<file path="src/rtl/core/lflc_pkg.sv">
// Shared types and codes for the linear frame layout checker.
// Stage record types, status codes and pixel format codes.
// No dependencies.
`default_nettype none
package lflc_pkg;

   localparam logic [2:0] FMT_NV12     = 3'd0;
   localparam logic [2:0] FMT_NV16     = 3'd1;
   localparam logic [2:0] FMT_YUYV     = 3'd2;
   localparam logic [2:0] FMT_RGB565   = 3'd3;
   localparam logic [2:0] FMT_RGB888   = 3'd4;
   localparam logic [2:0] FMT_ARGB8888 = 3'd5;
   localparam logic [2:0] FMT_BGRA8888 = 3'd6;

   localparam logic [2:0] ST_OK         = 3'd0;
   localparam logic [2:0] ST_ZERO_SIZE  = 3'd1;
   localparam logic [2:0] ST_BAD_WIDTH  = 3'd2;
   localparam logic [2:0] ST_BAD_FORMAT = 3'd3;
   localparam logic [2:0] ST_SHORT_PITCH = 3'd4;
   localparam logic [2:0] ST_OFFSET_OVF = 3'd5;
   localparam logic [2:0] ST_OVERLAP    = 3'd6;
   localparam logic [2:0] ST_TOO_SMALL  = 3'd7;

   localparam logic [31:0] U32_ALL     = 32'hFFFF_FFFF;
   localparam logic [31:0] WIDTH_MAX_2 = U32_ALL / 32'd2;
   localparam logic [31:0] WIDTH_MAX_3 = U32_ALL / 32'd3;
   localparam logic [31:0] WIDTH_MAX_4 = U32_ALL / 32'd4;

   typedef struct packed {
      logic [2:0]  pixel_format;
      logic [31:0] frame_width;
      logic [31:0] frame_height;
      logic        pitches_given;
      logic [31:0] pitch_in_first;
      logic [31:0] pitch_in_second;
      logic        offsets_given;
      logic [31:0] offset_in_first;
      logic [31:0] offset_in_second;
      logic [63:0] buffer_bytes;
   } desc_type;

   typedef struct packed {
      logic [2:0]  status;
      logic        two_planes;
      logic        offsets_given;
      logic [31:0] line_len0;
      logic [31:0] line_len1;
      logic [31:0] pitch0;
      logic [31:0] pitch1;
      logic [31:0] rows0_m1;
      logic [31:0] rows1_m1;
      logic [31:0] offset_in0;
      logic [31:0] offset_in1;
      logic [63:0] buffer_bytes;
   } dec_type;

   typedef struct packed {
      logic [2:0]  status;
      logic        two_planes;
      logic        offsets_given;
      logic [31:0] line_len0;
      logic [31:0] line_len1;
      logic [31:0] pitch0;
      logic [31:0] pitch1;
      logic [63:0] span0;
      logic [63:0] span1;
      logic [31:0] offset_in0;
      logic [31:0] offset_in1;
      logic [63:0] buffer_bytes;
   } mul_type;

   typedef struct packed {
      logic [2:0]  status;
      logic        two_planes;
      logic [31:0] pitch0;
      logic [31:0] pitch1;
      logic [31:0] offset0;
      logic [31:0] offset1;
      logic [63:0] end0;
      logic [63:0] end1;
      logic [63:0] buffer_bytes;
   } place_type;

   typedef struct packed {
      logic [2:0]  status;
      logic [1:0]  num_planes;
      logic [31:0] pitch_out_first;
      logic [31:0] pitch_out_second;
      logic [31:0] offset_out_first;
      logic [31:0] offset_out_second;
      logic [63:0] required_bytes;
   } result_type;

endpackage
`default_nettype wire

</file>
<file path="src/rtl/core/lflc_decode.sv">
// First stage: format decode, width checks, row bytes and pitch selection.
// Depends on lflc_pkg.
`default_nettype none
module lflc_decode
   import lflc_pkg::*;
(
   input  wire logic     clock,
   input  wire logic     reset,
   input  wire logic     in_valid,
   output logic          in_ready,
   input  wire desc_type in_desc,
   output logic          out_valid,
   input  wire logic     out_ready,
   output dec_type       out_dec
);

   logic    valid_ff;
   dec_type dec_ff;
   dec_type dec_in;

   logic [31:0] w;
   logic [31:0] h;
   logic [33:0] w_x2;
   logic [33:0] w_x3;
   logic [33:0] w_x4;
   logic        bad_fmt;
   logic        bad_width;
   logic        two_planes;
   logic [31:0] rb0;
   logic [31:0] rb1;
   logic [31:0] rows1;
   logic [31:0] p0;
   logic [31:0] p1;
   logic [2:0]  status;

   always_comb begin
      w     = in_desc.frame_width;
      h     = in_desc.frame_height;
      w_x2  = {2'b00, w} << 1;
      w_x4  = {2'b00, w} << 2;
      w_x3  = w_x2 + {2'b00, w};
      bad_fmt    = 1'b0;
      bad_width  = 1'b0;
      two_planes = 1'b0;
      rb0   = w;
      rb1   = 32'd0;
      rows1 = 32'd0;
      case (in_desc.pixel_format)
         FMT_NV12: begin
            bad_width  = w[0] | h[0];
            two_planes = 1'b1;
            rb1        = w;
            rows1      = h >> 1;
         end
         FMT_NV16: begin
            bad_width  = w[0];
            two_planes = 1'b1;
            rb1        = w;
            rows1      = h;
         end
         FMT_YUYV: begin
            bad_width = w[0] | (w > WIDTH_MAX_2);
            rb0       = w_x2[31:0];
         end
         FMT_RGB565: begin
            bad_width = w > WIDTH_MAX_2;
            rb0       = w_x2[31:0];
         end
         FMT_RGB888: begin
            bad_width = w > WIDTH_MAX_3;
            rb0       = w_x3[31:0];
         end
         FMT_ARGB8888, FMT_BGRA8888: begin
            bad_width = w > WIDTH_MAX_4;
            rb0       = w_x4[31:0];
         end
         default: begin
            bad_fmt = 1'b1;
         end
      endcase

      p0 = in_desc.pitches_given ? in_desc.pitch_in_first : rb0;
      p1 = two_planes ? (in_desc.pitches_given ? in_desc.pitch_in_second : rb1) : 32'd0;

      if (w == 32'd0 || h == 32'd0) begin
         status = ST_ZERO_SIZE;
      end else if (bad_fmt) begin
         status = ST_BAD_FORMAT;
      end else if (bad_width) begin
         status = ST_BAD_WIDTH;
      end else if (p0 < rb0 || (two_planes && p1 < rb1)) begin
         status = ST_SHORT_PITCH;
      end else begin
         status = ST_OK;
      end

      dec_in.status        = status;
      dec_in.two_planes    = two_planes;
      dec_in.offsets_given = in_desc.offsets_given;
      dec_in.line_len0     = rb0;
      dec_in.line_len1     = rb1;
      dec_in.pitch0        = p0;
      dec_in.pitch1        = p1;
      dec_in.rows0_m1      = h - 32'd1;
      dec_in.rows1_m1      = two_planes ? rows1 - 32'd1 : 32'd0;
      dec_in.offset_in0    = in_desc.offset_in_first;
      dec_in.offset_in1    = in_desc.offset_in_second;
      dec_in.buffer_bytes  = in_desc.buffer_bytes;
   end

   assign in_ready  = !valid_ff || out_ready;
   assign out_valid = valid_ff;
   assign out_dec   = dec_ff;

   always_ff @(posedge clock) begin
      if (reset) begin
         valid_ff <= 1'b0;
      end else if (in_ready) begin
         valid_ff <= in_valid;
      end
   end

   always_ff @(posedge clock) begin
      if (in_ready && in_valid) begin
         dec_ff <= dec_in;
      end
   end

endmodule
`default_nettype wire

</file>
<file path="config.mk">
export PLATFORM = sky130hd
export DESIGN_NAME = lflc_decode
export DESIGN_NICKNAME = d
export VERILOG_FILES = /design/src/rtl/core/lflc_pkg.sv /design/src/rtl/core/lflc_decode.sv
export SDC_FILE = /design/constraint.sdc
export NUM_CORES = 1
export LEC_CHECK = 0
export ABC_CLOCK_PERIOD_IN_PS = 22500
export BUFFER_PORTS_ARGS = -buffer_cell sky130_fd_sc_hd__buf_2
export CAP_MARGIN = 0
export CORE_AREA = 5 5 227 229
export CTS_CLUSTER_SIZE = 10
export DETAILED_ROUTE_END_ITERATION = 8
export DIE_AREA = 0 0 232 234
export GPL_ROUTABILITY_DRIVEN = 0
export HOLD_SLACK_MARGIN = 0.1
export PLACE_DENSITY = 0.57
export SYNTH_ARGS = -nofsm -noshare
export SYNTH_HDL_FRONTEND = slang
export SYNTH_SLANG_ARGS = --single-unit
</file>
<file path="constraint.sdc">
create_clock -name clock -period 22.5 [get_ports clock]
set_clock_uncertainty 0.1 [all_clocks]
set_input_delay 4.5 -clock clock [delete_from_list [all_inputs] [get_ports clock]]
set_output_delay 4.5 -clock clock [all_outputs]
set_load 0.02 [all_outputs]
</file>
# == Yosys cells after proc, flatten, opt, wreduce, memory -nomap -nowiden ==
# Cells that the tools add are included.
# totals
reg_bits,326
inputBits,265
out_inout_bits,327
word_cells,58
# op_classes
n_addsub,3
order_cmp,5
n_eq_ne,6
mux,11
bitwise_logic,3
reduce_logical,15
# ops
op,count
32-bit two-way mux,4
32-bit one-hot mux with 3 select lines,1
32-bit by 31-bit greater-than comparator with 1-bit output (second input constant),2
32-bit logical NOT,2
32-bit less-than comparator,2
32-bit one-hot mux with 2 select lines,1
32-bit by 1-bit subtractor with 32-bit output (second input constant),2
32-bit adder,1
32-bit by 30-bit greater-than comparator with 1-bit output (second input constant),1
3-bit equality test (second input constant),3
2-bit OR reduction,4
7-bit OR reduction,1
3-bit by 2-bit equality test with 1-bit output (second input constant),2
1-bit one-hot mux with 6 select lines,1
2-bit two-way mux,2
3-bit by 1-bit equality test with 1-bit output (second input constant),1
3-bit logical NOT,1
1-bit logical OR,3
3-bit two-way mux,1
3-bit OR reduction,1
1-bit logical AND,2
1-bit OR,2
1-bit logical NOT,1
1-bit two-way mux,1
1-bit NOT,1

# == Logic depth before layout (Yosys ltp) ==
# logic_depth
depth_word,11
mapped_depth,21
depth_no_buf,21

# == Worst setup path after synthesis ==
# No wires, ideal clock.
# synth_path
path_kind,input-to-reg
from,in out_ready
to,"reg dec_ff, in the netlist out_dec[0], enable pin"
setup_time_ns,0.727
arrival_ns,12.158
required_time_ns,21.673
setup_slack_ns,9.515
stages,2
n_path_buf,0
cell_sequence,nand2b_1 and2_1
# synth_via
elab_chain_cells,2
# synth_rtl
item,line_no,rtl
start: declaration,lflc_decode.sv:13,"input wire logic out_ready,"
1-bit logical OR,lflc_decode.sv:111,assign in_ready = !valid_ff || out_ready;
1-bit logical AND,lflc_decode.sv:124,if (in_ready && in_valid) begin
end signal: assignment,lflc_decode.sv:125,dec_ff <= dec_in;
end: declaration,lflc_decode.sv:18,dec_type dec_ff;
# No other way between the ends.
# A chain may end at the register's enable or synchronous reset.

# == Final worst setup path ==
# layout_path
from,in out_ready
to,out in_ready
# layout_via
elab_chain_cells,1
# layout_rtl
item,line_no,rtl
1-bit logical OR,lflc_decode.sv:111,
end: declaration,lflc_decode.sv:10,"output logic in_ready,"
# No other way between the ends.

==> out/results.tsv <==
metric	value	unit
Synth Warn #	0	
Worst Min Path Start	out_valid	
PwrDens	73.6	nW/um^2
CTS tree	done	
cts-stage hold buffer count	0	
ys flop type	edfxtp_1	
WL/cell	22.8	um
net count after synthesis	1928	
Clock Tree Root	clkbuf_16	
placed insts	2744	
Sink Count	326	
Slew HR	23.4	%
CTS resizes	0	
Hold Fails Final Rpt	0	
Detail Route met2 WL	33.5	mm
Post-synth EDFFs	325	
Unique masters post-synth	84	
CTS Buf Count	41	
Non-Filler Cell Area, Final	22600	sq um
Min-Delay Path Depth	2	
Nets	2510	
via density per instance	5.27	
placed cell area	21400	sq um
DRT Pass-1 Iters	5	
Vert. Die Dim	234	um
clk_lat worst skew	0.53	ns
Synth Area in XOR/XNOR	3.06	%
Post-Synth Simple-Gate Area	11.7	%
mux share of post-synthesis cell area	3.72	%
io pins	592	
synthesized cell area	17700	sq um
setup violators final	0	
Area Overhead vs Synth	27.4	%
ranking of synthesized cells by area	edfxtp_1 (55%), ha_1 (9.1%), nor2_1 (2.9%), mux2i_1 (2.8%), inv_1 (2.4%)	
CTS H-Tree Depth	2	
Synth Area in Adders	9.22	%
Avg Cell Area, Syn	11.6	sq um
PortBufs	591	
fmax	105	MHz
vias in the first global route	14748	
fill count	4757	
largest family of logic cells by synthesized area	compound AO/OA/AOI/OAI gates	
Min-Delay Path Class	register to register	
Reg-to-Reg Start	out_valid	
Post-CTS Setup Bufs	0	
max cap viols	0	
fraction of layout instances using a drive strength above 1	32.4	%
CP startpoint kind	input port	
total leakage power	10.0	nW
Clock Tree Buf Depth	3	
compound-cell area share of the yosys netlist	13.3	%
hold path endpoint	out_valid	
die area	54300	sq um
CP Data Required Time	17.90	ns
gr ovfl total	0	
Reg-to-Reg End	out_dec[196]	
highest routed layer	met5	
sequential area share after synthesis	55.2	%
WS Path Type	input port to output pin	
pin count of the biggest net entering global routing	83	
final slew viol count	0	
Slew @ Worst Pin	1.15	ns
R2R cell count	4	
DRC	0	
post-synth top area cell	edfxtp_1	
Site Rows	82	
die width	232	um
Total Wirelength	64.2	mm
DRT antenna net count	0	
antenna violations before repair	15	
Worst Setup End Kind	output pin	
commonest non-fill, non-tap cell in the layout	buf_2	
Worst-path clk slew	0.05	ns
Peak VDD IR	0.0462	mV
most frequent cells in the layout	buf_2 (590), edfxtp_1 (325), nor2_1 (134), ha_1 (128), inv_1 (112)	
Metal-1 WL	23.2	mm
Sum Neg Setup Slack	0	ns
initial core utilization	35.8	%
CORE AREA	49500	sq um
Iteration-0 DRC Markers	936	
synthesis-stage register bit count	326	
via count	14831	
GRT Total Usage	22.2	%
final worst-path cycle share	42.3	%
global-route wire length before repair	91.4	mm
CP Max Fanout	3	
dpl hpwl	50.0	mm
met3 routed WL	4.69	mm
CP Data Arrival Time	4.92	ns
outcome	completed	
share of the synthesized area in the top cell type	55.1	%
Final Non-Filler Cells	2816	
ys async rst share	0	%
RSZ-0062 raised after global routing	false	
min cycle time layout	9.52	ns
post-route total power	0.00166	W
Cells after Synth	1533	
worst reg2reg setup slack	19.02	ns
## per-stage QoR
step           hold WS, ns  worst slack [ns]  utilization (%)
2_1_floorplan        0.629              9.51                -
3_3_place_gp         0.403             12.99             43.2
3_5_place_dp         0.419             12.98             43.2
4_1_cts              0.426             12.98             45.6
6_report             0.425             12.98             45.6
5_1_grt              0.451             12.96             45.6
## report_power, final
group	total, W	switching, W	leakage [nW]	internal (W)
Combinational	0.000337	0.000222	6.25	0.000115
Sequential	0.000733	0.0000126	3.19	0.000721
Clock	0.000592	0.000244	0.574	0.000347
Total	0.00166	0.000479	10.0	0.00118
## cells by family (layout without fill, tap and decap cells)
kind of cell             after synthesis  count (layout)
buffers and inverters                179             784
AO/OA/AOI/OAI                        345             345
AND/OR/NAND/NOR                      427             427
adder cells (fa/ha/maj)              130             130
flip-flops                           326             326
XOR/XNOR                              62              62
multiplexers                          64              64
other                                  0               6
## synthesized netlist by cell type (5+ instances only)
library cell / count
nand4_1: 24
nor2_1: 135
nor2b_1: 23
o21a_1: 10
o21ai_0: 82
nor3_1: 34
a222oi_1: 8
nor3b_1: 6
a31oi_1: 12
mux2_2: 15
a21o_1: 20
o31ai_1: 8
a211o_1: 10
buf_2: 5
o211ai_1: 7
a221oi_1: 16
buf_1: 10
clkbuf_1: 50
a21oi_1: 77
a221o_1: 8
and3_1: 10
nand3_1: 20
nand2_1: 111
and2_1: 5
a211oi_1: 14
a21boi_0: 11
xnor2_1: 37
nand2b_1: 19
or3_1: 10
inv_1: 113
a2111oi_0: 5
xor2_1: 25
mux2i_1: 49
edfxtp_1: 325
ha_1: 129
## metal layers
layer | vias up | GRT usage, %
li1 | 6893 | -
met1 | 7180 | 24.6
met2 | 597 | 40.5
met3 | 149 | 5.69
met4 | 12 | 9.47
met5 | - | 0
## worst max-delay path by stage
stage,start,endpoint,cells past startpoint
CTS,out_ready,in_ready,3
detailed placement,in_desc[226],out_dec[324],22
global route,out_ready,in_ready,3
floorplan,out_ready,out_dec[0],2
finish,out_ready,in_ready,3
global placement,out_ready,in_ready,3
## critical path, cell delays in order
cell and delay (ns):
buf_2 0.09, nand2b_1 0.15, buf_2 0.17
## cell type report
cell class                      count  area (sq um)  area share (%)
Timing Repair Buffer              605          3070            13.6
Tap cell                          672           841            3.72
Clock inverter                      9          51.3           0.227
Inverter                          113           424            1.88
Multi-Input combinational cell   1028          7270            32.2
Antenna cell                        6          15.0          0.0665
Clock buffer                       57          1130            5.00
Sequential cell                   326          9780            43.3
## state kept, by name (all words and copies together), names as in the netlist
register and count:
out_dec 325, out_valid 1
No activity file was read; power rests on OpenSTA's default activity.
