### config.mk
export PLATFORM = sky130hd
export DESIGN_NAME = lflc_place
export DESIGN_NICKNAME = d
export VERILOG_FILES = /design/src/rtl/core/lflc_pkg.sv /design/src/rtl/core/lflc_place.sv
export SDC_FILE = /design/constraint.sdc
export NUM_CORES = 1
export LEC_CHECK = 0
export ABC_AREA = 1
export BUFFER_PORTS_ARGS = -buffer_cell sky130_fd_sc_hd__buf_2
export CAP_MARGIN = 20
export CORE_ASPECT_RATIO = 0.5
export CORE_UTILIZATION = 56
export DETAILED_ROUTE_END_ITERATION = 6
export PLACE_DENSITY = 0.81
export SETUP_SLACK_MARGIN = 0.05
export SYNTH_ARGS = -nofsm -noshare
export SYNTH_HDL_FRONTEND = slang
export SYNTH_SLANG_ARGS = --single-unit
export TNS_END_PERCENT = 1
### constraint.sdc
create_clock -name clock -period 23.7 [get_ports clock]
set_clock_uncertainty 0.15 [all_clocks]
set_input_delay 3.555 -clock clock [delete_from_list [all_inputs] [get_ports clock]]
set_output_delay 3.555 -clock clock [all_outputs]
set_load 0.05 [all_outputs]
### src/rtl/core/lflc_pkg.sv
// Shared types and codes for the linear frame layout checker.
// Stage record types, status codes and pixel format codes.
// No dependencies.
`default_nettype none
package lflc_pkg;

   localparam logic [2:0] FMT_NV12     = 3'd0;
   localparam logic [2:0] FMT_NV16     = 3'd1;
   localparam logic [2:0] FMT_YUYV     = 3'd2;
   localparam logic [2:0] FMT_RGB565   = 3'd3;
   localparam logic [2:0] FMT_RGB888   = 3'd4;
   localparam logic [2:0] FMT_ARGB8888 = 3'd5;
   localparam logic [2:0] FMT_BGRA8888 = 3'd6;

   localparam logic [2:0] ST_OK         = 3'd0;
   localparam logic [2:0] ST_ZERO_SIZE  = 3'd1;
   localparam logic [2:0] ST_BAD_WIDTH  = 3'd2;
   localparam logic [2:0] ST_BAD_FORMAT = 3'd3;
   localparam logic [2:0] ST_SHORT_PITCH = 3'd4;
   localparam logic [2:0] ST_OFFSET_OVF = 3'd5;
   localparam logic [2:0] ST_OVERLAP    = 3'd6;
   localparam logic [2:0] ST_TOO_SMALL  = 3'd7;

   localparam logic [31:0] U32_ALL     = 32'hFFFF_FFFF;
   localparam logic [31:0] WIDTH_MAX_2 = U32_ALL / 32'd2;
   localparam logic [31:0] WIDTH_MAX_3 = U32_ALL / 32'd3;
   localparam logic [31:0] WIDTH_MAX_4 = U32_ALL / 32'd4;

   typedef struct packed {
      logic [2:0]  pixel_format;
      logic [31:0] frame_width;
      logic [31:0] frame_height;
      logic        pitches_given;
      logic [31:0] pitch_in_first;
      logic [31:0] pitch_in_second;
      logic        offsets_given;
      logic [31:0] offset_in_first;
      logic [31:0] offset_in_second;
      logic [63:0] buffer_bytes;
   } desc_type;

   typedef struct packed {
      logic [2:0]  status;
      logic        two_planes;
      logic        offsets_given;
      logic [31:0] line_len0;
      logic [31:0] line_len1;
      logic [31:0] pitch0;
      logic [31:0] pitch1;
      logic [31:0] rows0_m1;
      logic [31:0] rows1_m1;
      logic [31:0] offset_in0;
      logic [31:0] offset_in1;
      logic [63:0] buffer_bytes;
   } dec_type;

   typedef struct packed {
      logic [2:0]  status;
      logic        two_planes;
      logic        offsets_given;
      logic [31:0] line_len0;
      logic [31:0] line_len1;
      logic [31:0] pitch0;
      logic [31:0] pitch1;
      logic [63:0] span0;
      logic [63:0] span1;
      logic [31:0] offset_in0;
      logic [31:0] offset_in1;
      logic [63:0] buffer_bytes;
   } mul_type;

   typedef struct packed {
      logic [2:0]  status;
      logic        two_planes;
      logic [31:0] pitch0;
      logic [31:0] pitch1;
      logic [31:0] offset0;
      logic [31:0] offset1;
      logic [63:0] end0;
      logic [63:0] end1;
      logic [63:0] buffer_bytes;
   } place_type;

   typedef struct packed {
      logic [2:0]  status;
      logic [1:0]  num_planes;
      logic [31:0] pitch_out_first;
      logic [31:0] pitch_out_second;
      logic [31:0] offset_out_first;
      logic [31:0] offset_out_second;
      logic [63:0] required_bytes;
   } result_type;

endpackage
`default_nettype wire

### src/rtl/core/lflc_place.sv
// Third and fourth stages: packed offset with overflow check, then plane ends.
// Depends on lflc_pkg.
`default_nettype none
module lflc_place
   import lflc_pkg::*;
(
   input  wire logic    clock,
   input  wire logic    reset,
   input  wire logic    in_valid,
   output logic         in_ready,
   input  wire mul_type in_mul,
   output logic         out_valid,
   input  wire logic    out_ready,
   output place_type    out_place
);

   // stage three holds partial ends, stage four the full ends
   logic        valid_a_ff;
   logic        ready_a;
   logic [2:0]  status_a_ff;
   logic        two_a_ff;
   logic [31:0] p0_a_ff;
   logic [31:0] p1_a_ff;
   logic [31:0] o0_a_ff;
   logic [31:0] o1_a_ff;
   logic [63:0] part0_a_ff;
   logic [63:0] part1_a_ff;
   logic [63:0] buf_a_ff;

   logic [63:0] second;
   logic [31:0] o1_sel;
   logic [2:0]  status_a_in;

   logic        valid_b_ff;
   place_type   place_ff;
   place_type   place_in;

   always_comb begin
      second = in_mul.span0 + {32'd0, in_mul.pitch0};
      if (in_mul.offsets_given) begin
         o1_sel = in_mul.offset_in1;
      end else if (in_mul.two_planes) begin
         o1_sel = second[31:0];
      end else begin
         o1_sel = 32'd0;
      end
      if (in_mul.status == ST_OK && !in_mul.offsets_given && in_mul.two_planes &&
          second[63:32] != 32'd0) begin
         status_a_in = ST_OFFSET_OVF;
      end else begin
         status_a_in = in_mul.status;
      end
   end

   assign ready_a  = !valid_b_ff || out_ready;
   assign in_ready = !valid_a_ff || ready_a;

   always_ff @(posedge clock) begin
      if (reset) begin
         valid_a_ff <= 1'b0;
      end else if (in_ready) begin
         valid_a_ff <= in_valid;
      end
   end

   always_ff @(posedge clock) begin
      if (in_ready && in_valid) begin
         status_a_ff <= status_a_in;
         two_a_ff    <= in_mul.two_planes;
         p0_a_ff     <= in_mul.pitch0;
         p1_a_ff     <= in_mul.pitch1;
         o0_a_ff     <= in_mul.offsets_given ? in_mul.offset_in0 : 32'd0;
         o1_a_ff     <= o1_sel;
         part0_a_ff  <= in_mul.span0 + {32'd0, in_mul.line_len0};
         part1_a_ff  <= in_mul.span1 + {32'd0, in_mul.line_len1};
         buf_a_ff    <= in_mul.buffer_bytes;
      end
   end

   always_comb begin
      place_in.status       = status_a_ff;
      place_in.two_planes   = two_a_ff;
      place_in.pitch0       = p0_a_ff;
      place_in.pitch1       = p1_a_ff;
      place_in.offset0      = o0_a_ff;
      place_in.offset1      = o1_a_ff;
      place_in.end0         = part0_a_ff + {32'd0, o0_a_ff};
      place_in.end1         = two_a_ff ? part1_a_ff + {32'd0, o1_a_ff} : 64'd0;
      place_in.buffer_bytes = buf_a_ff;
   end

   assign out_valid = valid_b_ff;
   assign out_place = place_ff;

   always_ff @(posedge clock) begin
      if (reset) begin
         valid_b_ff <= 1'b0;
      end else if (ready_a) begin
         valid_b_ff <= valid_a_ff;
      end
   end

   always_ff @(posedge clock) begin
      if (ready_a && valid_a_ff) begin
         place_ff <= place_in;
      end
   end

endmodule
`default_nettype wire

Yosys cells after proc, flatten, opt, wreduce, memory -nomap -nowiden
Index checks and enable logic that the tools add are counted.

cells by class
  add/subtract/negate cells = 5
  mux-type cells = 2
  reductions and logical operators = 12

operator list
  operator            count
  $add 64x32->64      5
  $mux 32             2
  $reduce_bool 32->1  1
  $logic_and 1x1->1   5
  $logic_not 1->1     3
  $logic_not 3->1     1
  $logic_or 1x1->1    2

word-level totals
  register bits after elaboration = 650
  input bits = 393
  output and inout port bits = 326
  logic and storage cells = 39

Longest topological paths before layout
Gate-level depths: netlist of the first run.

  word-level depth = 4
  depth in mapped cells = 22
  gate-level depth less buffers = 22

Worst setup path before layout of the first run
No wires, ideal clock.

  path kind = in2reg
  from = input out_ready
  to = register place_ff, in the netlist out_place[0], enable pin
  library setup time = 1,116 ps
  data arrival time = 19,087 ps
  data required time = 22,434 ps
  slack = 3,347 ps
  cell stages on the path = 2
  path buffers = 0
  cells stage by stage = inv_1 a21oi_1

between the ends
  word-level cells in the longest chain between the ends = 2

ends and longest elaborated chain
  element               RTL line           text
  start, declared       lflc_place.sv:13   input wire logic out_ready,
  $logic_or 1x1->1      lflc_place.sv:55   assign ready_a = !valid_b_ff || out_ready;
  $logic_and 1x1->1     lflc_place.sv:104  if (ready_a && valid_a_ff) begin
  end signal, assigned  lflc_place.sv:105  place_ff <= place_in;
  end, declared         lflc_place.sv:35   place_type place_ff;

No other way between the ends.
A chain may end at the register's enable or synchronous reset.

Final worst setup path of the first run
  from = input out_ready
  to = output in_ready

between the ends
  word-level cells in the longest chain between the ends = 2

ends and longest elaborated chain
  element           RTL line          text
  $logic_or 1x1->1  lflc_place.sv:55
  $logic_or 1x1->1  lflc_place.sv:56  assign in_ready = !valid_a_ff || ready_a;
  end, declared     lflc_place.sv:10  output logic in_ready,

No other way between the ends.

==> results of run 1 <==
area by class of cell:
| cell class | instances | area (µm²) | share of cell area |
|---|---|---|---|
| repair buffers | 726 | 3670 | 0.0864 |
| inverters | 596 | 2240 | 0.0529 |
| multi-input cells | 2589 | 14000 | 0.330 |
| clock buffers | 66 | 1480 | 0.0349 |
| flip-flops and latches | 650 | 19500 | 0.460 |
| clock inverters | 35 | 452 | 0.0106 |
| well taps | 837 | 1050 | 0.0247 |
| diodes | 10 | 25.0 | 0.000590 |
worst max-delay path: stages:
cell and delay, ns:
buf_2 0.10, inv_1 0.11, nand3_1 0.14, buf_2 0.24
cells in the final DEF (no fill, tap or decap), types with 9 or more instances in the layout:
master and n:
o21a_1 30, or2_2 13, o21ai_0 154, inv_1 587, buf_2 718, nor3_1 69
a21boi_0 10, a31oi_1 29, bufinv_16 9, edfxtp_1 648, o21bai_1 12, a32o_1 12
nor2_1 401, xor2_1 129, a21o_1 16, diode_2 10, nand3_1 142, o21ai_1 23
clkbuf_16 58, a21oi_1 264, xnor2_1 55, nand4_1 59, clkinv_2 9, ha_1 160
nor4_1 34, nand2_1 888
report_power, final:
group / total (mW) / internal (mW) / switching, mW / leakage (nW)
clock network: 0.981 / 0.550 / 0.431 / 0.939
registers: 1.42 / 1.38 / 0.0394 / 6.26
logic: 0.687 / 0.194 / 0.493 / 11.6
total: 3.08 / 2.12 / 0.964 / 18.8
logic make-up after synthesis:
logic type,share of synthesized area
AOI/OAI and AO/OA,0.0913
xor gates and xnor gates,0.0450
adders and majority gates,0.0587
buffers and inverters,0.0649
DFF,0.544
and+or+nand+nor,0.196
metrics by stage:
stage               hold slack (ns)  std cells  power [mW]
floorplan                     0.250       3855        1.91
global placement              0.250       5398        2.10
detailed placement            0.255       5398        2.11
CTS                           0.240       5499        3.08
global route                  0.246       5508        3.19
finish                        0.237       5509        3.08
sequential cells by signal, summed over array words and instances (netlist names), 3 cells and up:
signal,flops
out_place,324
part1_a_ff,64
p0_a_ff,32
o0_a_ff,32
p1_a_ff,32
part0_a_ff,64
status_a_ff,3
buf_a_ff,64
o1_a_ff,32
final timing paths:
check	start	end	slack [ns]
min	p0_a_ff[9]$_DFFE_PP_	out_place[297]$_DFFE_PP_	0.24
min reg2reg	p0_a_ff[9]$_DFFE_PP_	out_place[297]$_DFFE_PP_	0.24
max reg2reg	out_valid$_SDFFE_PP0P_	part1_a_ff[23]$_DFFE_PP_	20.07
max	out_ready	in_ready	15.85
metal layers:
layer | track usage | share of wire
met1 | 0.442 | 0.40
met5 | 0 | 0.00021
met2 | 0.602 | 0.49
met4 | 0.124 | 0.035
met3 | 0.0429 | 0.071
==> flow_metrics.env, run 1 <==
export IMPL_yosysUniqueCellTypes=60
export IMPL_peakVddDrop_uv=58.8
export IMPL_setup_ws_ns=15.85
export IMPL_place_congestion=0.984
export IMPL_slew_viol_final=0
export IMPL_crit_required_ns=20.00
export IMPL_yosysMostFrequentCell="nand2_1"
export IMPL_initial_utilization=0.568
export IMPL_grt_pass1_wl_um=170000
export IMPL_post_place_ws_ns=15.85
export IMPL_wl_um=115000
export IMPL_die_h_um=181
export IMPL_status="finished, final reports clean"
export IMPL_die_area_um2=65100
export IMPL_ctsResizeCount=0
export IMPL_grt_setup_unrepaired="no"
export IMPL_relSlewSlack=0.266
export IMPL_placed_cell_area_um2=40500
export IMPL_max_cap_viol_count=0
export IMPL_crit_path_end_kind="primary output"
export IMPL_grt_ovfl_total=0
export IMPL_yosysWarnings=0
export IMPL_track_usage=0.344
export IMPL_synth_top_area_share=0.543
export IMPL_numCtsBuffers=57
export IMPL_cp_arrival_ns=4.15
export IMPL_synth_area_top_cells="edfxtp_1, nand2_1, inv_1"
export IMPL_netlist_area_um2=35800
export IMPL_core_area_um2=63100
export IMPL_vias_per_cell=5.55
export IMPL_reg2reg_depth=5
export IMPL_ctsHoldBuffers=0
export IMPL_min_path_cells=0
export IMPL_ys_async_sr_fraction=0
export IMPL_rows=65
export IMPL_die_w_um=360
export IMPL_first_global_vias=29300
export IMPL_ant_nets=0
export IMPL_cts_buffer_depth=3
export IMPL_nets=5178
export IMPL_final_core_util=0.672
export IMPL_syn_nets=4413
export IMPL_tightest_slew_ns=1.10
export IMPL_post_dp_hpwl_um=92000
export IMPL_final_setup_tns_ns=0
export IMPL_setup_viol=0
export IMPL_hold_path_class="reg2reg"
export IMPL_ys_flop_type="edfxtp_1"
export IMPL_drtPass1Iterations=6
export IMPL_io_buffer_count=718
export IMPL_cp_max_fo=3
export IMPL_synth_edf_count=648
export IMPL_crit_path_start_kind="primary input"
export IMPL_area_delta_synth_final_pct=18.4
export IMPL_clk_latency_ns=0.66
export IMPL_clock_sinks=650
export IMPL_h_tree_depth=2
export IMPL_path_class="in2out"
export IMPL_antenna_found_initial=11
export IMPL_io_pins=719
export IMPL_synth_top_area_cell="edfxtp_1"
export IMPL_stdcell_area_um2=42400
export IMPL_wl_per_cell_um=20.8
export IMPL_clkTransAtPathRegs_ns=0.07
export IMPL_layout_drive_gt1_share=0.190
export IMPL_fmax_ghz=0.127
export IMPL_cts_setup_buffers=0
export IMPL_finalHoldViolCount=0
export IMPL_fillers=5096
export IMPL_final_min_clock_period_ns=7.85
export IMPL_timing_final_crit_share=0.331
export IMPL_num_vias=30600
export IMPL_yosys_top_cells_count="nand2_1, edfxtp_1, inv_1, nor2_1, a21oi_1"
export IMPL_ys_seq_area_frac=0.544
export IMPL_powerDensity_nw_per_um2=72.7
export IMPL_drt_iter0_markers=3195
export IMPL_p_leak_nw=18.8
export IMPL_syn_inst=3855
export IMPL_ys_ff_latch=650
export IMPL_drc=0
export IMPL_cts_tree="done"
export IMPL_grt_max_degree=173
export IMPL_avgSynthCellArea_um2=9.29
export IMPL_clock_root_buffer="clkbuf_16"
(Power assumes the default switching activity.)
==> inputs of run 2 (changes only) <==
clock period = 7.7 ns   (was 23.7 ns; I/O delays follow)
==> run 2 against run 1 <==
Against the previous run: the run now ends with DRC left; final cell count barely moved; utilization fell by 0.24 points; final area fell by 0.35%; combinational power rose to 3.1 times the previous value; sequential share of layout area rose by 0.16 points; global-route usage rose by 1.3 points; critical path type is now in2reg; largest power group unchanged.
==> flow_metrics.env, run 2 (same netlist as run 1, synthesis figures left out) <==
export IMPL_wl_um=119000
export IMPL_hold_path_class="reg2reg"
export IMPL_vias_per_cell=5.66
export IMPL_cts_buffer_depth=3
export IMPL_setup_viol=0
export IMPL_first_global_vias=29900
export IMPL_switchingPower_mw=2.98
export IMPL_die_w_um=360
export IMPL_num_vias=31200
export IMPL_clkTransAtPathRegs_ns=0.07
export IMPL_slowest_stage="fa_1"
export IMPL_tightest_slew_ns=1.09
export IMPL_r2r_slack_ns=4.23
export IMPL_stdcell_area_um2=42300
export IMPL_grt_ovfl_total=0
export IMPL_post_place_ws_ns=3.34
export IMPL_antenna_found_initial=11
export IMPL_crit_path_end_kind="flip-flop"
export IMPL_drt_iter0_markers=3400
export IMPL_path_buf_inv=4
export IMPL_layout_drive_gt1_share=0.188
export IMPL_stdcell_count=5507
export IMPL_track_usage=0.357
export IMPL_cpMostUsedCell="nand2_1"
export IMPL_io_buffer_count=718
export IMPL_place_congestion=1.09
export IMPL_largest_reg_flops=324
export IMPL_numCtsBuffers=56
export IMPL_slew_viol_final=0
export IMPL_powerDensity_nw_per_um2=220
export IMPL_dp_cells=5396
export IMPL_h_tree_depth=2
export IMPL_placed_cell_area_um2=40500
export IMPL_max_cap_viol_count=0
export IMPL_clock_sinks=650
export IMPL_p_clk_frac=0.301
export IMPL_grt_setup_unrepaired="no"
export IMPL_initial_utilization=0.568
export IMPL_ant_nets=0
export IMPL_cp_max_fo=4
export IMPL_final_min_clock_period_ns=3.76
export IMPL_cp_top_family="simple AND/OR/NAND/NOR gates"
export IMPL_post_dp_hpwl_um=95300
export IMPL_max_stage_delay_ns=0.44
export IMPL_crit_path_start_kind="primary input"
export IMPL_die_area_um2=65100
export IMPL_fmax_ghz=0.266
export IMPL_io_pins=719
export IMPL_violations="DRC"
export IMPL_finalHoldViolCount=0
export IMPL_clk_latency_ns=0.65
export IMPL_grt_max_degree=168
export IMPL_crit_required_ns=7.93
export IMPL_fillers=5067
export IMPL_grt_pass1_wl_um=176000
export IMPL_timing_final_crit_share=0.488
export IMPL_p_comb_frac=0.231
export IMPL_path_class="in2reg"
export IMPL_crit_chain="buf_2 -> inv_1 -> fa_1 -> inv_1 -> nand3_1 -> inv_1 -> nand2_1 -> nand3_1 -> nand2_1 -> nand2_1 -> nand2_1 -> nand2_1 -> nand2_1 -> nand3_1 -> nand2_1 -> nor2_1 -> nand2_1 -> nor2_1 -> nand2_1 -> o21bai_2 -> nand2_1"
export IMPL_final_cell_mix="nand2_1, buf_2, edfxtp_1"
export IMPL_p_leak_nw=18.7
export IMPL_power_switching_share=0.319
export IMPL_peakVddDrop_uv=195
export IMPL_die_h_um=181
export IMPL_wl_per_cell_um=21.6
export IMPL_power_internal_mw=6.35
export IMPL_status="finished with violations"
export IMPL_relSlewSlack=0.271
export IMPL_nets=5175
export IMPL_ctsResizeCount=0
export IMPL_final_common_cell="nand2_1"
export IMPL_cts_setup_buffers=0
export IMPL_drtPass1Iterations=7
export IMPL_area_delta_synth_final_pct=18.0
export IMPL_final_setup_tns_ns=0
export IMPL_setup_ws_ns=3.94
export IMPL_rows=65
export IMPL_drc=3
export IMPL_clock_root_buffer="clkbuf_16"
export IMPL_cts_tree="done"
export IMPL_fin_hold_ws_ns=0.265
export IMPL_ctsHoldBuffers=0
export IMPL_seq_power_share=0.468
export IMPL_cp_arrival_ns=3.99
export IMPL_core_area_um2=63100
==> run 2: cell types whose count changed in the layout (fill, tap and decap cells not counted), sizes merged <==
cell and change:
bufinv -4, inv -3, clkinv +6, diode +1, buf -2
==> run 2: worst register-to-register path, cell delays in order (launching register included) <==
cell and delay, ns:
edfxtp_1 0.42, ha_1 0.24, inv_1 0.07, fa_1 0.21, nand3b_1 0.12, nand2_1 0.09, a21oi_1 0.31, o21bai_1 0.21
a21oi_1 0.35, inv_1 0.12, a21oi_1 0.34, o21ai_0 0.21, xor2_1 0.37
==> run 2: routing by layer <==
metal	GRT usage	vias to the layer above	wire length, µm
met3	0.0485	291	9570
met2	0.620	1650	57900
met1	0.456	14700	46700
li1	-	14500	-
met5	0	-	0
met4	0.138	0	4770
==> run 2: path summary, 6_finish.rpt <==
path	start	endpoint	cells past startpoint
setup / recovery	in_mul[193]	status_a_ff[2]$_SDFFCE_PP1P_	21
hold / removal	p0_a_ff[26]$_DFFE_PP_	out_place[314]$_DFFE_PP_	0
setup reg to reg	o0_a_ff[0]$_SDFFCE_PN0P_	out_place[188]$_DFFE_PP_	12
hold reg to reg	p0_a_ff[26]$_DFFE_PP_	out_place[314]$_DFFE_PP_	0
==> run 2: final cells by class <==
| type | count | area [µm²] | area share |
|---|---|---|---|
| flip-flops and latches | 650 | 19500 | 0.461 |
| multi-input cells | 2589 | 14000 | 0.332 |
| repair buffers | 724 | 3680 | 0.0869 |
| inverters | 596 | 2240 | 0.0531 |
| clock buffers | 66 | 1440 | 0.0340 |
| well taps | 837 | 1050 | 0.0248 |
| clock inverters | 34 | 332 | 0.00784 |
| diodes | 11 | 27.5 | 0.000651 |
==> run 2: power by group through the flow <==
stage                     clock network, mW  logic (mW)  registers (mW)
after global placement                    0        2.07            4.42
final                                  2.81        2.16            4.36
after CTS                              2.82        2.12            4.36
after floorplan                           0        1.06            4.78
after detailed placement                  0        2.10            4.43
after global routing                   2.95        2.31            4.37
==> run 2: per-stage QoR <==
stage / total power, mW / util
4_1_cts: 9.29 / 0.670
6_report: 9.32 / 0.670
5_1_grt: 9.63 / 0.670
3_3_place_gp: 6.49 / 0.642
2_1_floorplan: 5.84 / -
3_5_place_dp: 6.53 / 0.642
