$ cat src/rtl/core/lflc_pkg.sv
// Shared types and codes for the linear frame layout checker.
// Stage record types, status codes and pixel format codes.
// No dependencies.
`default_nettype none
package lflc_pkg;

   localparam logic [2:0] FMT_NV12     = 3'd0;
   localparam logic [2:0] FMT_NV16     = 3'd1;
   localparam logic [2:0] FMT_YUYV     = 3'd2;
   localparam logic [2:0] FMT_RGB565   = 3'd3;
   localparam logic [2:0] FMT_RGB888   = 3'd4;
   localparam logic [2:0] FMT_ARGB8888 = 3'd5;
   localparam logic [2:0] FMT_BGRA8888 = 3'd6;

   localparam logic [2:0] ST_OK         = 3'd0;
   localparam logic [2:0] ST_ZERO_SIZE  = 3'd1;
   localparam logic [2:0] ST_BAD_WIDTH  = 3'd2;
   localparam logic [2:0] ST_BAD_FORMAT = 3'd3;
   localparam logic [2:0] ST_SHORT_PITCH = 3'd4;
   localparam logic [2:0] ST_OFFSET_OVF = 3'd5;
   localparam logic [2:0] ST_OVERLAP    = 3'd6;
   localparam logic [2:0] ST_TOO_SMALL  = 3'd7;

   localparam logic [31:0] U32_ALL     = 32'hFFFF_FFFF;
   localparam logic [31:0] WIDTH_MAX_2 = U32_ALL / 32'd2;
   localparam logic [31:0] WIDTH_MAX_3 = U32_ALL / 32'd3;
   localparam logic [31:0] WIDTH_MAX_4 = U32_ALL / 32'd4;

   typedef struct packed {
      logic [2:0]  pixel_format;
      logic [31:0] frame_width;
      logic [31:0] frame_height;
      logic        pitches_given;
      logic [31:0] pitch_in_first;
      logic [31:0] pitch_in_second;
      logic        offsets_given;
      logic [31:0] offset_in_first;
      logic [31:0] offset_in_second;
      logic [63:0] buffer_bytes;
   } desc_type;

   typedef struct packed {
      logic [2:0]  status;
      logic        two_planes;
      logic        offsets_given;
      logic [31:0] line_len0;
      logic [31:0] line_len1;
      logic [31:0] pitch0;
      logic [31:0] pitch1;
      logic [31:0] rows0_m1;
      logic [31:0] rows1_m1;
      logic [31:0] offset_in0;
      logic [31:0] offset_in1;
      logic [63:0] buffer_bytes;
   } dec_type;

   typedef struct packed {
      logic [2:0]  status;
      logic        two_planes;
      logic        offsets_given;
      logic [31:0] line_len0;
      logic [31:0] line_len1;
      logic [31:0] pitch0;
      logic [31:0] pitch1;
      logic [63:0] span0;
      logic [63:0] span1;
      logic [31:0] offset_in0;
      logic [31:0] offset_in1;
      logic [63:0] buffer_bytes;
   } mul_type;

   typedef struct packed {
      logic [2:0]  status;
      logic        two_planes;
      logic [31:0] pitch0;
      logic [31:0] pitch1;
      logic [31:0] offset0;
      logic [31:0] offset1;
      logic [63:0] end0;
      logic [63:0] end1;
      logic [63:0] buffer_bytes;
   } place_type;

   typedef struct packed {
      logic [2:0]  status;
      logic [1:0]  num_planes;
      logic [31:0] pitch_out_first;
      logic [31:0] pitch_out_second;
      logic [31:0] offset_out_first;
      logic [31:0] offset_out_second;
      logic [63:0] required_bytes;
   } result_type;

endpackage
`default_nettype wire

$ cat src/rtl/core/lflc_check.sv
// Fifth and sixth stages: overlap check and largest end, then size check
// and the result register. Depends on lflc_pkg.
`default_nettype none
module lflc_check
   import lflc_pkg::*;
(
   input  wire logic      clock,
   input  wire logic      reset,
   input  wire logic      in_valid,
   output logic           in_ready,
   input  wire place_type in_place,
   output logic           out_valid,
   input  wire logic      out_ready,
   output result_type     out_result
);

   logic        valid_a_ff;
   logic        ready_a;
   logic [2:0]  status_a_ff;
   logic        two_a_ff;
   logic [31:0] p0_a_ff;
   logic [31:0] p1_a_ff;
   logic [31:0] o0_a_ff;
   logic [31:0] o1_a_ff;
   logic [63:0] req_a_ff;
   logic [63:0] buf_a_ff;
   logic [2:0]  status_a_in;

   logic        valid_b_ff;
   result_type  result_ff;
   result_type  result_in;
   logic [2:0]  status_b;

   always_comb begin
      if (in_place.status == ST_OK && in_place.two_planes &&
          {32'd0, in_place.offset1} < in_place.end0) begin
         status_a_in = ST_OVERLAP;
      end else begin
         status_a_in = in_place.status;
      end
   end

   assign ready_a  = !valid_b_ff || out_ready;
   assign in_ready = !valid_a_ff || ready_a;

   always_ff @(posedge clock) begin
      if (reset) begin
         valid_a_ff <= 1'b0;
      end else if (in_ready) begin
         valid_a_ff <= in_valid;
      end
   end

   always_ff @(posedge clock) begin
      if (in_ready && in_valid) begin
         status_a_ff <= status_a_in;
         two_a_ff    <= in_place.two_planes;
         p0_a_ff     <= in_place.pitch0;
         p1_a_ff     <= in_place.pitch1;
         o0_a_ff     <= in_place.offset0;
         o1_a_ff     <= in_place.offset1;
         req_a_ff    <= (in_place.end0 > in_place.end1) ? in_place.end0 : in_place.end1;
         buf_a_ff    <= in_place.buffer_bytes;
      end
   end

   always_comb begin
      if (status_a_ff == ST_OK && buf_a_ff != 64'd0 && req_a_ff > buf_a_ff) begin
         status_b = ST_TOO_SMALL;
      end else begin
         status_b = status_a_ff;
      end
      result_in = '0;
      result_in.status = status_b;
      if (status_b == ST_OK) begin
         result_in.num_planes        = two_a_ff ? 2'd2 : 2'd1;
         result_in.pitch_out_first   = p0_a_ff;
         result_in.pitch_out_second  = p1_a_ff;
         result_in.offset_out_first  = o0_a_ff;
         result_in.offset_out_second = o1_a_ff;
         result_in.required_bytes    = req_a_ff;
      end
   end

   assign out_valid  = valid_b_ff;
   assign out_result = result_ff;

   always_ff @(posedge clock) begin
      if (reset) begin
         valid_b_ff <= 1'b0;
      end else if (ready_a) begin
         valid_b_ff <= valid_a_ff;
      end
   end

   always_ff @(posedge clock) begin
      if (ready_a && valid_a_ff) begin
         result_ff <= result_in;
      end
   end

endmodule
`default_nettype wire
$ cat config.mk
export PLATFORM = sky130hd
export DESIGN_NAME = lflc_check
export DESIGN_NICKNAME = d
export VERILOG_FILES = /design/src/rtl/core/lflc_pkg.sv /design/src/rtl/core/lflc_check.sv
export SDC_FILE = /design/constraint.sdc
export NUM_CORES = 1
export LEC_CHECK = 0
export ABC_AREA = 1
export BUFFER_PORTS_ARGS = -buffer_cell sky130_fd_sc_hd__buf_4
export CAP_MARGIN = 20
export CELL_PAD_IN_SITES_DETAIL_PLACEMENT = 0
export CELL_PAD_IN_SITES_GLOBAL_PLACEMENT = 2
export CORE_ASPECT_RATIO = 1.5
export CORE_MARGIN = 2
export CORE_UTILIZATION = 30
export DETAILED_ROUTE_END_ITERATION = 6
export PLACE_DENSITY_LB_ADDON = 0.08
export SETUP_SLACK_MARGIN = 0.02
export SLEW_MARGIN = 20
export SYNTH_ARGS = -nofsm -noshare
export SYNTH_HDL_FRONTEND = slang
export SYNTH_SLANG_ARGS = --single-unit
$ cat constraint.sdc
create_clock -name clock -period 18.5 [get_ports clock]
set_input_delay 0.925 -clock clock [delete_from_list [all_inputs] [get_ports clock]]
set_output_delay 0.925 -clock clock [all_outputs]
set_load 0.005 [all_outputs]
* Yosys cells after proc, flatten, opt, wreduce, memory -nomap -nowiden
Index checks and enable logic that the tools add are counted.
** Word-level totals
- Flip-flop bits (word level) :: 459
- Latch bits :: 0
- Memory bits (writable) :: 0
- Bits in read-only memories :: 0
- Output and inout bits :: 199
- Word-level logic and storage cells :: 37
- Memories kept :: 0
** Operators by class
- Add/subtract/negate cells :: 0
- Multipliers :: 0
- Divide/modulo/power cells :: 0
- Order comparisons :: 3
- Equality and inequality tests :: 0
- Shift operators :: 0
- Multiplexer cells :: 3
- Bitwise operators :: 0
- Reduce and logical (&&, ||, !) cells :: 14
** Operator list (count)
- 64-bit > comparator :: 2
- 32-bit by 64-bit < comparator with 1-bit output :: 1
- 64-bit 2-to-1 mux :: 1
- 64-bit nonzero test :: 1
- 3-bit zero test :: 3
- 1-bit logical AND :: 6
- 3-bit 2-to-1 mux :: 1
- 1-bit zero test :: 2
- 1-bit logical OR :: 2
- 2-bit 2-to-1 mux :: 1

* Depth between registers and ports, before layout
Gate-level depths: netlist (run 1).
- Word-level depth :: 5
- Mapped depth :: 20
- Mapped depth without buffers :: 18

* Least setup slack after synthesis (run 1)
Ideal clock, no wire load.
- Path kind :: input -> register
- Start :: input out_ready
- End :: register result_ff (netlist bit out_result[0]) (enable)
- Library setup time :: 0.819 ns
- Arrival :: 10.410 ns
- Required time :: 17.681 ns
- Path slack :: 7.271 ns
- Stages on the path :: 2
- Buffers on the path :: 0
- Cells stage by stage :: inv_1 -> a21oi_1
** Between the ends
- Longest elaborated chain between the ends :: 2
** RTL lines
- start, declared :: line lflc_check.sv:13 : input wire logic out_ready,
- 1-bit logical OR :: line lflc_check.sv:43 : assign ready_a = !valid_b_ff || out_ready;
- 1-bit logical AND :: line lflc_check.sv:97 : if (ready_a && valid_a_ff) begin
- end signal, assigned :: line lflc_check.sv:98 : result_ff <= result_in;
- end, declared :: line lflc_check.sv:30 : result_type result_ff;
Every way passes these cells.
A chain may end at the register's enable or synchronous reset.

* Worst setup path after layout (run 1)
- Start :: register req_a_ff[47]
- End :: register result_ff (netlist bit out_result[159]) (data pin)
** Between the ends
- Longest elaborated chain between the ends :: 4
** RTL lines
- start, declared :: line lflc_check.sv:25 : logic [63:0] req_a_ff;
- start signal, assigned :: line lflc_check.sv:62 : req_a_ff <= (in_place.end0 > in_place.end1) ? in_place.end0 : in_place.end1;
- 64-bit > comparator :: line lflc_check.sv:68 : if (status_a_ff == ST_OK && buf_a_ff != 64'd0 && req_a_ff > buf_a_ff) begin
- 1-bit logical AND :: line lflc_check.sv:68
- 3-bit 2-to-1 mux :: line lflc_check.sv:68
- 3-bit zero test :: line lflc_check.sv:75 : if (status_b == ST_OK) begin
Every way passes these cells.

==> results.toml, run 1 <==
[outcome]
status = "completed"

[pwr]
power.total_mw = 2.52
pwr-share-seq_pct = 49.0
p_per_area_nw_per_um2 = 89.2
p_sw_mw = 0.625
p_leak_nw = 12.9
swShare_pct = 24.8
p_int_mw = 1.90
peakVddDrop_mv = 0.0700
power.share.clock_pct = 39.0
power_frac_comb_pct = 12.0

[sta]
fin_skew_ns = 0.0146
fin_ws_ns = 14.77
period_minus_slack_ns = 3.73
tns_ns = 0
hold_viol = 0
rsz0062_at_grt = "no"
fin_hold_ws_ns = 0.492
maxSlewViolCount = 0
relSlewSlack_pct = 28.4
period_share_pct = 20.2
fmax_mhz = 268
setup_viol_count_final = 0
worst_slew_pin_slew_ns = 1.07

[floorplanning]
rows = 121
core_area_sq_um = 72500
io_pins = 527
start_util_pct = 30.2
dieArea_sq_um = 75300
fp.dieH_um = 335
die_w_um = 225

[place]
dpl.hpwl_mm = 49.3
place_ws_ns = 14.34
routabilityCongestion = 0.792
io_buffers = 526
placed_area_sq_um = 26700
dp.cells = 3239

[logic_synthesis]
syn_inst = 1823
synth-seq-cells = 459
synth_cell_types = 32
syn_area_sq_um = 21900
synth_seq_area_share_pct = 62.8
async_flop_share_pct = 0
yosysTopAreaCellShare_pct = 62.6
synth_edf_count = 457
synthTopCellsByArea = "edfxtp_1, ha_1, inv_1"
synth_fp_nets = 2310
synth_top_cell_by_area = "edfxtp_1"
yosysMostFrequentCell = "edfxtp_1"
yosys_most_used_dff = "edfxtp_1"
yosys_warnings = 0
synth_area_per_cell_sq_um = 12.0
synthTopCellsByCount = "edfxtp_1, inv_1, nand2_1"

[clock_network]
cts.hold.buffers_added = 0
cts_setup_buffers = 0
cts_tree = "built"
htree_levels = 2
cts_max_path_buffers = 3
clock-sinks = 459
clock_latency_ns = 0.60
path_clk_slew_ns = 0.06
clockRootBuffer = "clkbuf_16"
cts_resized = 0
cts_buffers = 50

[cells_and_area]
area_growth_pct = 29.0
ff_latch_area_sq_um = 13800
drive_gt1_share_pct = 33.0
multi_input_area_sq_um = 6270
design_area_sq_um = 28300
fin_nets = 2856
finalNonFillerCells = 3335
n_fill_cell = 7067
post-route-util_pct = 39.0

[setup_path]
worstSetupStartpointType = "flop"
worstPathMaxFanout = 62
cpPeakStageDelay_ns = 0.90
slowest_stage = "buf_4"
crit_top_cell = "nand2_1"
cp_top_family = "simple AND/OR/NAND/NOR gates"
path_cells = "ha_1 -> nand2_1 -> inv_2 -> nand3_2 -> nor3_2 -> nand3_1 -> nor2_1 -> nand2_1 -> nand2_1 -> nand2_2 -> nand2_8 -> buf_4 -> nor2_1"
r2r_cells = 13
r2r-start = "req_a_ff[47]"
worstPathRequired_ns = 18.80
path_buf_inv = 2
worstPathArrival_ns = 4.03
r2r_end = "out_result[159]"
crit_type = "reg2reg"
reg2reg_slack_ns = 14.77
worstSetupEndpointType = "flop"

[grt]
grt_max_degree = 133
grt_pass1_wl_mm = 95.2
grt_usage_pct = 17.2
antenna_found_initial = 11
grt_pass1_vias = 14900
grt_overflow = 0

[run]
drv_cap = 0

[route]
drt_wl_total_mm = 65.3
post_drt_wl_per_cell_um = 19.6
via_per_inst = 4.31
drt_iter0_drc = 546
wl_met1_mm = 25.2
drc_errors = 0
drtAntennaViolNets = 0
dr.pass1.iters = 7
via_count = 14400
dr_wl_met3_mm = 5.65
route.met2.wl_mm = 32.7
dr.max_layer_used = "met5"

[worst_hold_path]
hold_path_depth = 2
hp-class = "in2reg"
min_from = "reset"
holdPathEnd = "out_valid"
## power groups by stage
stage / Combinational (mW) / Sequential (mW) / Clock, mW
3_3_place_gp: 0.307 / 1.26 / 0
5_1_grt: 0.346 / 1.24 / 1.06
6_report: 0.303 / 1.24 / 0.985
2_1_floorplan: 0.167 / 1.27 / 0
3_5_place_dp: 0.311 / 1.26 / 0
4_1_cts: 0.312 / 1.24 / 1.02
## worst max-delay path by stage
stage	start	endpoint	slack, ns	cells after the start
2_1_floorplan	out_ready	out_result[0]	7.27	2
3_3_place_gp	in_place[143]	req_a_ff[15]	13.97	13
3_5_place_dp	in_place[87]	req_a_ff[5]	14.34	13
4_1_cts	req_a_ff[31]	out_result[17]	14.55	13
5_1_grt	req_a_ff[23]	out_result[159]	14.42	13
6_report	req_a_ff[47]	out_result[159]	14.77	13
## kinds of logic after synthesis
group                    count (synthesis)  synth area share, %
flip-flops                             459                 62.8
AO/OA/AOI/OAI                          116                 2.80
AND/OR/NAND/NOR                        658                 16.6
buffers and inverters                  431                 8.78
adder cells (fa/ha/maj)                159                 9.07
## state kept, by name, indices dropped and copies added, names as in the netlist, 3 cells and up
register,flops
p1_a_ff,32
o1_a_ff,32
buf_a_ff,64
req_a_ff,64
status_a_ff,3
p0_a_ff,32
o0_a_ff,32
out_result,197
## cell usage in the layout, fill, tap and decap left out, types with 3 or more instances in the layout
cell | Yosys | routed
inv_2 | 19 | 19
bufinv_16 | 0 | 4
ha_1 | 159 | 159
nor2_2 | 61 | 61
nor2_4 | 100 | 100
clkbuf_1 | 1 | 11
nor2_1 | 76 | 76
nand3_1 | 84 | 84
a21oi_1 | 82 | 81
nor4_1 | 22 | 21
buf_4 | 0 | 534
nor3_2 | 3 | 3
edfxtp_1 | 457 | 457
nor3_1 | 5 | 5
inv_1 | 370 | 369
nand4_1 | 16 | 16
clkinv_2 | 0 | 8
o21a_1 | 8 | 8
o21ai_0 | 19 | 19
clkbuf_16 | 0 | 51
nand2_1 | 284 | 284
clkinv_1 | 0 | 12
diode_2 | 0 | 6
## layout make-up
| class | count | area share, % |
|---|---|---|
| Clock inverter | 28 | 0.898 |
| Timing Repair Buffer | 536 | 14.3 |
| Inverter | 389 | 5.19 |
| Clock buffer | 62 | 4.66 |
| Sequential cell | 459 | 48.6 |
| Tap cell | 922 | 4.08 |
| Multi-Input combinational cell | 933 | 22.2 |
| Antenna cell | 6 | 0.0531 |
## layer usage
layer | GRT usage (%) | up-vias
met4 | 5.00 | 16
met2 | 30.3 | 433
met5 | 0 | -
met1 | 19.5 | 6716
met3 | 6.23 | 86
li1 | - | 7111
No activity file was read; power rests on OpenSTA's default activity.
==> run 2, diff against run 1 <==
==> constraint.sdc (replaced) <==
create_clock -name clock -period 3.3 [get_ports clock]
set_input_delay 0.165 -clock clock [delete_from_list [all_inputs] [get_ports clock]]
set_output_delay 0.165 -clock clock [all_outputs]
set_load 0.005 [all_outputs]
==> run 2 against run 1 <==
Clock skew is 0.012 ns higher. Hold slack worse by 0.21 ns. Non-clock buffer count is 345 higher. Critical path depth is 1 higher. Sequential share of layout area is 5.5 points lower. Combinational power grew to 6.9 times the previous value. Critical path type unchanged. Critical endpoint is now out_result[117]. Largest cell class unchanged. Largest power group unchanged. Highest routed layer unchanged.
==> results.toml, run 2 (same netlist as run 1, synthesis figures left out) <==
[sta]
setup_viol_count_final = 0
fin_ws_ns = 0.378
hold_viol = 0
rsz0062_at_grt = "no"
period_minus_slack_ns = 2.92
relSlewSlack_pct = 44.2
tns_ns = 0
fin_skew_ns = 0.0263
worst_slew_pin_slew_ns = 0.837
maxSlewViolCount = 0
period_share_pct = 88.6
fmax_mhz = 342

[clock_network]
cts_tree = "built"
path_clk_slew_ns = 0.06
clockRootBuffer = "clkbuf_16"
cts_max_path_buffers = 3
clock-sinks = 459
clock_latency_ns = 0.60
htree_levels = 2
cts_setup_buffers = 0
cts_buffers = 50

[route]
via_count = 15700
drc_errors = 0
drt_wl_total_mm = 66.9
drtAntennaViolNets = 0
via_per_inst = 4.25
dr.pass1.iters = 5
post_drt_wl_per_cell_um = 18.2
drt_iter0_drc = 592

[pwr]
peakVddDrop_mv = 0.317
power_frac_comb_pct = 14.2
p_per_area_nw_per_um2 = 460
power.share.clock_pct = 38.6
pwr-share-seq_pct = 47.2
p_sw_mw = 3.61
swShare_pct = 24.6
p_int_mw = 11.1
p_leak_nw = 14.4
power.total_mw = 14.7

[grt]
grt_pass1_wl_mm = 99.1
grt_pass1_vias = 16600
grt_overflow = 0
grt_max_degree = 120
antenna_found_initial = 11
grt_usage_pct = 17.6

[cells_and_area]
fin_nets = 3201
layout_common_cells = "buf_4, edfxtp_1, inv_1"
finalNonFillerCells = 3682
area_growth_pct = 45.7
layout_commonest_cell = "buf_4"
drive_gt1_share_pct = 29.7
design_area_sq_um = 31900
largest_reg_flops = 197

[floorplanning]
core_area_sq_um = 72500
io_pins = 527
dieArea_sq_um = 75300
die_w_um = 225
start_util_pct = 30.2
fp.dieH_um = 335
rows = 121

[setup_path]
slowest_stage = "edfxtp_1"
path_buf_inv = 2
cpPeakStageDelay_ns = 0.45
crit_top_cell = "nand2_1"
cp_top_family = "simple AND/OR/NAND/NOR gates"
path_cells = "ha_1 -> nand2_1 -> nor2_1 -> nand2_1 -> nor2_1 -> nand2_1 -> nand2_1 -> nand2_1 -> nand2_1 -> nand2_2 -> nand2_8 -> buf_12 -> buf_12 -> nor2_4"
worstSetupEndpointType = "flop"
worstSetupStartpointType = "flop"
worstPathRequired_ns = 3.66
worstPathArrival_ns = 3.28
crit_type = "reg2reg"
worstPathMaxFanout = 14

[place]
place_ws_ns = 0.165
placed_area_sq_um = 27000
dpl.hpwl_mm = 50.6
routabilityCongestion = 0.833
io_buffers = 526
dp.cells = 3257

[run]
drv_cap = 0

[worst_hold_path]
hp-class = "in2reg"

[outcome]
status = "completed"
[run 2: worst reg2reg max path, stage by stage (launching register included)]
cell and delay (ns):
edfxtp_1 0.45, ha_1 0.33, nand2_1 0.07, nor2_1 0.20, nand2_1 0.15, nor2_1 0.24, nand2_1 0.13, nand2_1 0.11
nand2_1 0.05, nand2_1 0.08, nand2_2 0.11, nand2_8 0.21, buf_12 0.26, buf_12 0.23, nor2_4 0.05
[run 2: cell type report]
class | count | area, sq um
multi-input cells | 933 | 6280
repair buffers | 881 | 7630
clock buffers | 65 | 1310
inverters | 389 | 1460
flip-flops and latches | 459 | 13800
diodes | 6 | 15.0
fillers | 6877 | 40600
well taps | 922 | 1150
clock inverters | 27 | 314
[run 2: metal layers]
layer / vias up / wire [um] / global-route usage, %
li1: 7814 / - / -
met1: 7264 / 26700 / 20.2
met2: 458 / 33400 / 31.3
met3: 106 / 4690 / 4.79
met4: 12 / 2080 / 6.03
met5: - / 80 / 0
[run 2: power by group through the flow]
stage          clock [mW]  sequential (mW)  combinational (mW)
4_1_cts              5.88             6.93                2.14
3_3_place_gp            0             7.05                1.77
3_5_place_dp            0             7.05                1.79
5_1_grt              6.09             6.96                2.35
6_report             5.67             6.93                2.08
2_1_floorplan           0             7.05               0.940
[run 2: worst paths after layout]
check,cells after the start,end,from,slack (ns)
worst min register to register,2,out_valid,valid_a_ff,0.50
worst max-delay path,14,out_result[117],req_a_ff[31],0.38
worst min-delay path,3,out_valid,reset,0.28
worst max register to register,14,out_result[117],req_a_ff[31],0.38
[run 2: through the flow]
stage	utilization, %	hold WS [ns]
after floorplan	-	0.224
after global placement	37.3	0.327
after detailed placement	37.3	0.331
after CTS	44.0	0.227
after global routing	44.0	0.244
final	44.0	0.280
[run 2: what timing repair did]
item / CTS / global route
endpoints found under the hold margin: 262 / 0
resized for setup: 0 / 0
hold buffers: 327 / 0
==> run 3, diff against run 2 <==
--- a/config.mk
+++ b/config.mk
@@ -14,6 +14,7 @@
 export CORE_MARGIN = 2
 export CORE_UTILIZATION = 30
 export DETAILED_ROUTE_END_ITERATION = 6
+export MAX_ROUTING_LAYER = met4
 export PLACE_DENSITY_LB_ADDON = 0.08
 export SETUP_SLACK_MARGIN = 0.02
 export SLEW_MARGIN = 20
==> constraint.sdc (replaced) <==
create_clock -name clock -period 3.7 [get_ports clock]
set_input_delay 0.185 -clock clock [delete_from_list [all_inputs] [get_ports clock]]
set_output_delay 0.185 -clock clock [all_outputs]
set_load 0.005 [all_outputs]
==> run 3 against run 2 <==
Register-to-register slack improved by 0.38 ns. Sequential cell count unchanged. First-iteration DRC count increased by 4.2%. Clock-buffer cell count unchanged. Non-clock buffer count decreased by 5. Clock power decreased by 12%. Highest routed layer is now met4.
==> results.toml, run 3 (same netlist as run 1, synthesis figures left out) <==
[worst_hold_path]
hp-class = "in2reg"
hold_path_depth = 3

[setup_path]
worstPathMaxFanout = 40
worstSetupStartpointType = "input port"
cpPeakStageDelay_ns = 0.57
worstSetupEndpointType = "flop"
crit_type = "in2reg"
critical_path_depth = 16
slowest_stage = "dlygate4sd3_1"
reg2reg_slack_ns = 0.76
r2r_cells = 13
path_cells = "dlygate4sd3_1 -> buf_4 -> inv_1 -> ha_1 -> nand2_1 -> nor4_2 -> and2_1 -> nand2_1 -> nand2_1 -> nand2_1 -> nand2_4 -> nand2_4 -> buf_4 -> nand2_1 -> nand2_1 -> dlygate4sd3_1"
crit_top_cell = "nand2_1"
path_buf_inv = 5
worstPathRequired_ns = 4.05
worstPathArrival_ns = 3.75
cp_top_family = "simple AND/OR/NAND/NOR gates"

[sta]
hold_viol = 0
maxSlewViolCount = 0
fin_hold_ws_ns = 0.204
fmax_mhz = 294
rsz0062_at_grt = "no"
relSlewSlack_pct = 37.1
tns_ns = 0
period_minus_slack_ns = 3.41
period_share_pct = 92.1
fin_skew_ns = 0.0195
setup_viol_count_final = 0
worst_slew_pin_slew_ns = 0.944
fin_ws_ns = 0.294

[grt]
grtUsageMet2_pct = 31.4
antenna_found_initial = 14
grt_max_degree = 81
grt-busiest-layer = "met2"
grt_overflow = 0
use_met1_pct = 20.8
grt_pass1_wl_mm = 99.1
grt_pass1_vias = 16700
use_met3_pct = 4.06
grt_usage_pct = 18.2

[route]
via_count = 15700
drt_iter0_drc = 617
drtAntennaViolNets = 0
via_per_inst = 4.25
drt_wl_total_mm = 66.9
post_drt_wl_per_cell_um = 18.2
drc_errors = 0
dr.pass1.iters = 4

[pwr]
swShare_pct = 24.6
peakVddDrop_mv = 0.335
power_frac_comb_pct = 14.7
p_sw_mw = 3.22
p_per_area_nw_per_um2 = 411
power.share.clock_pct = 38.1
p_int_mw = 9.85
pwr-share-seq_pct = 47.2
p_leak_nw = 14.4

[outcome]
status = "completed"

[clock_network]
clock_latency_ns = 0.61
clock-sinks = 459
path_clk_slew_ns = 0.06
htree_levels = 2
cts_max_path_buffers = 3
clockRootBuffer = "clkbuf_16"
cts_setup_buffers = 0
cts_buffers = 51
cts_tree = "built"

[cells_and_area]
area_growth_pct = 45.2
layout_common_cells = "buf_4, edfxtp_1, inv_1"
finalNonFillerCells = 3684
largest_reg_flops = 197
drive_gt1_share_pct = 29.6
fin_nets = 3197
layout_commonest_cell = "buf_4"

[floorplanning]
start_util_pct = 30.2
dieArea_sq_um = 75300
fp.dieH_um = 335
die_w_um = 225
io_pins = 527
core_area_sq_um = 72500
rows = 121

[place]
dp.cells = 3251
dpl.hpwl_mm = 50.1
place_ws_ns = 0.575
io_buffers = 526
routabilityCongestion = 0.834

[run]
drv_cap = 0
run 3: cell count changes in the layout (fill, tap and decap cells not counted), sizes merged:
| cell | delta |
|---|---|
| dlygate4sd3 | +1 |
| bufinv | -2 |
| inv | +1 |
| clkinv | +1 |
| diode | +8 |
| buf | -6 |
| clkinvlp | -1 |
run 3: metal layers:
| layer | share of wire [%] | wire, um |
|---|---|---|
| met1 | 41 | 27200 |
| met2 | 50 | 33500 |
| met3 | 6.1 | 4070 |
| met4 | 3.2 | 2120 |
| met5 | 0 | 0 |
run 3: repair_timing:
item / CTS / global route
gates resized for setup: 0 / 1
endpoints found under the hold margin: 262 / 0
endpoints found under the setup margin: 0 / 16
hold buffers: 328 / 0
run 3: through the flow:
stage | instance area [sq um] | total power [mW] | utilization (%)
floorplan | 22000 | 7.13 | -
global placement | 26900 | 7.85 | 37.1
detailed placement | 26900 | 7.87 | 37.1
CTS | 31800 | 13.3 | 43.9
global route | 31800 | 13.7 | 43.9
finish | 31800 | 13.1 | 43.9
run 3: worst min-delay path, cell delays in order:
cell and delay, ns:
buf_4 0.11, inv_1 0.16, a21oi_4 0.17
run 3: layout make-up:
type                            count  area (sq um)
Antenna cell                       14          35.0
Clock buffer                       65          1350
Clock inverter                     26           238
Fill cell                        6895         40700
Inverter                          389          1460
Multi-Input combinational cell    933          6300
Sequential cell                   459         13800
Tap cell                          922          1150
Timing Repair Buffer              876          7530
run 3: worst paths after layout:
check / startpoint / to
setup / recovery: in_place[87] / req_a_ff[13]
hold / removal: out_ready / out_result[143]
setup reg to reg: req_a_ff[31] / out_result[11]
hold reg to reg: p0_a_ff[19] / out_result[179]
run 3: power groups by stage:
stage / logic, mW / clock network (mW) / registers (mW)
finish: 1.92 / 4.98 / 6.18
global route: 2.16 / 5.34 / 6.20
CTS: 1.96 / 5.18 / 6.18
detailed placement: 1.58 / 0 / 6.29
global placement: 1.56 / 0 / 6.29
floorplan: 0.838 / 0 / 6.29
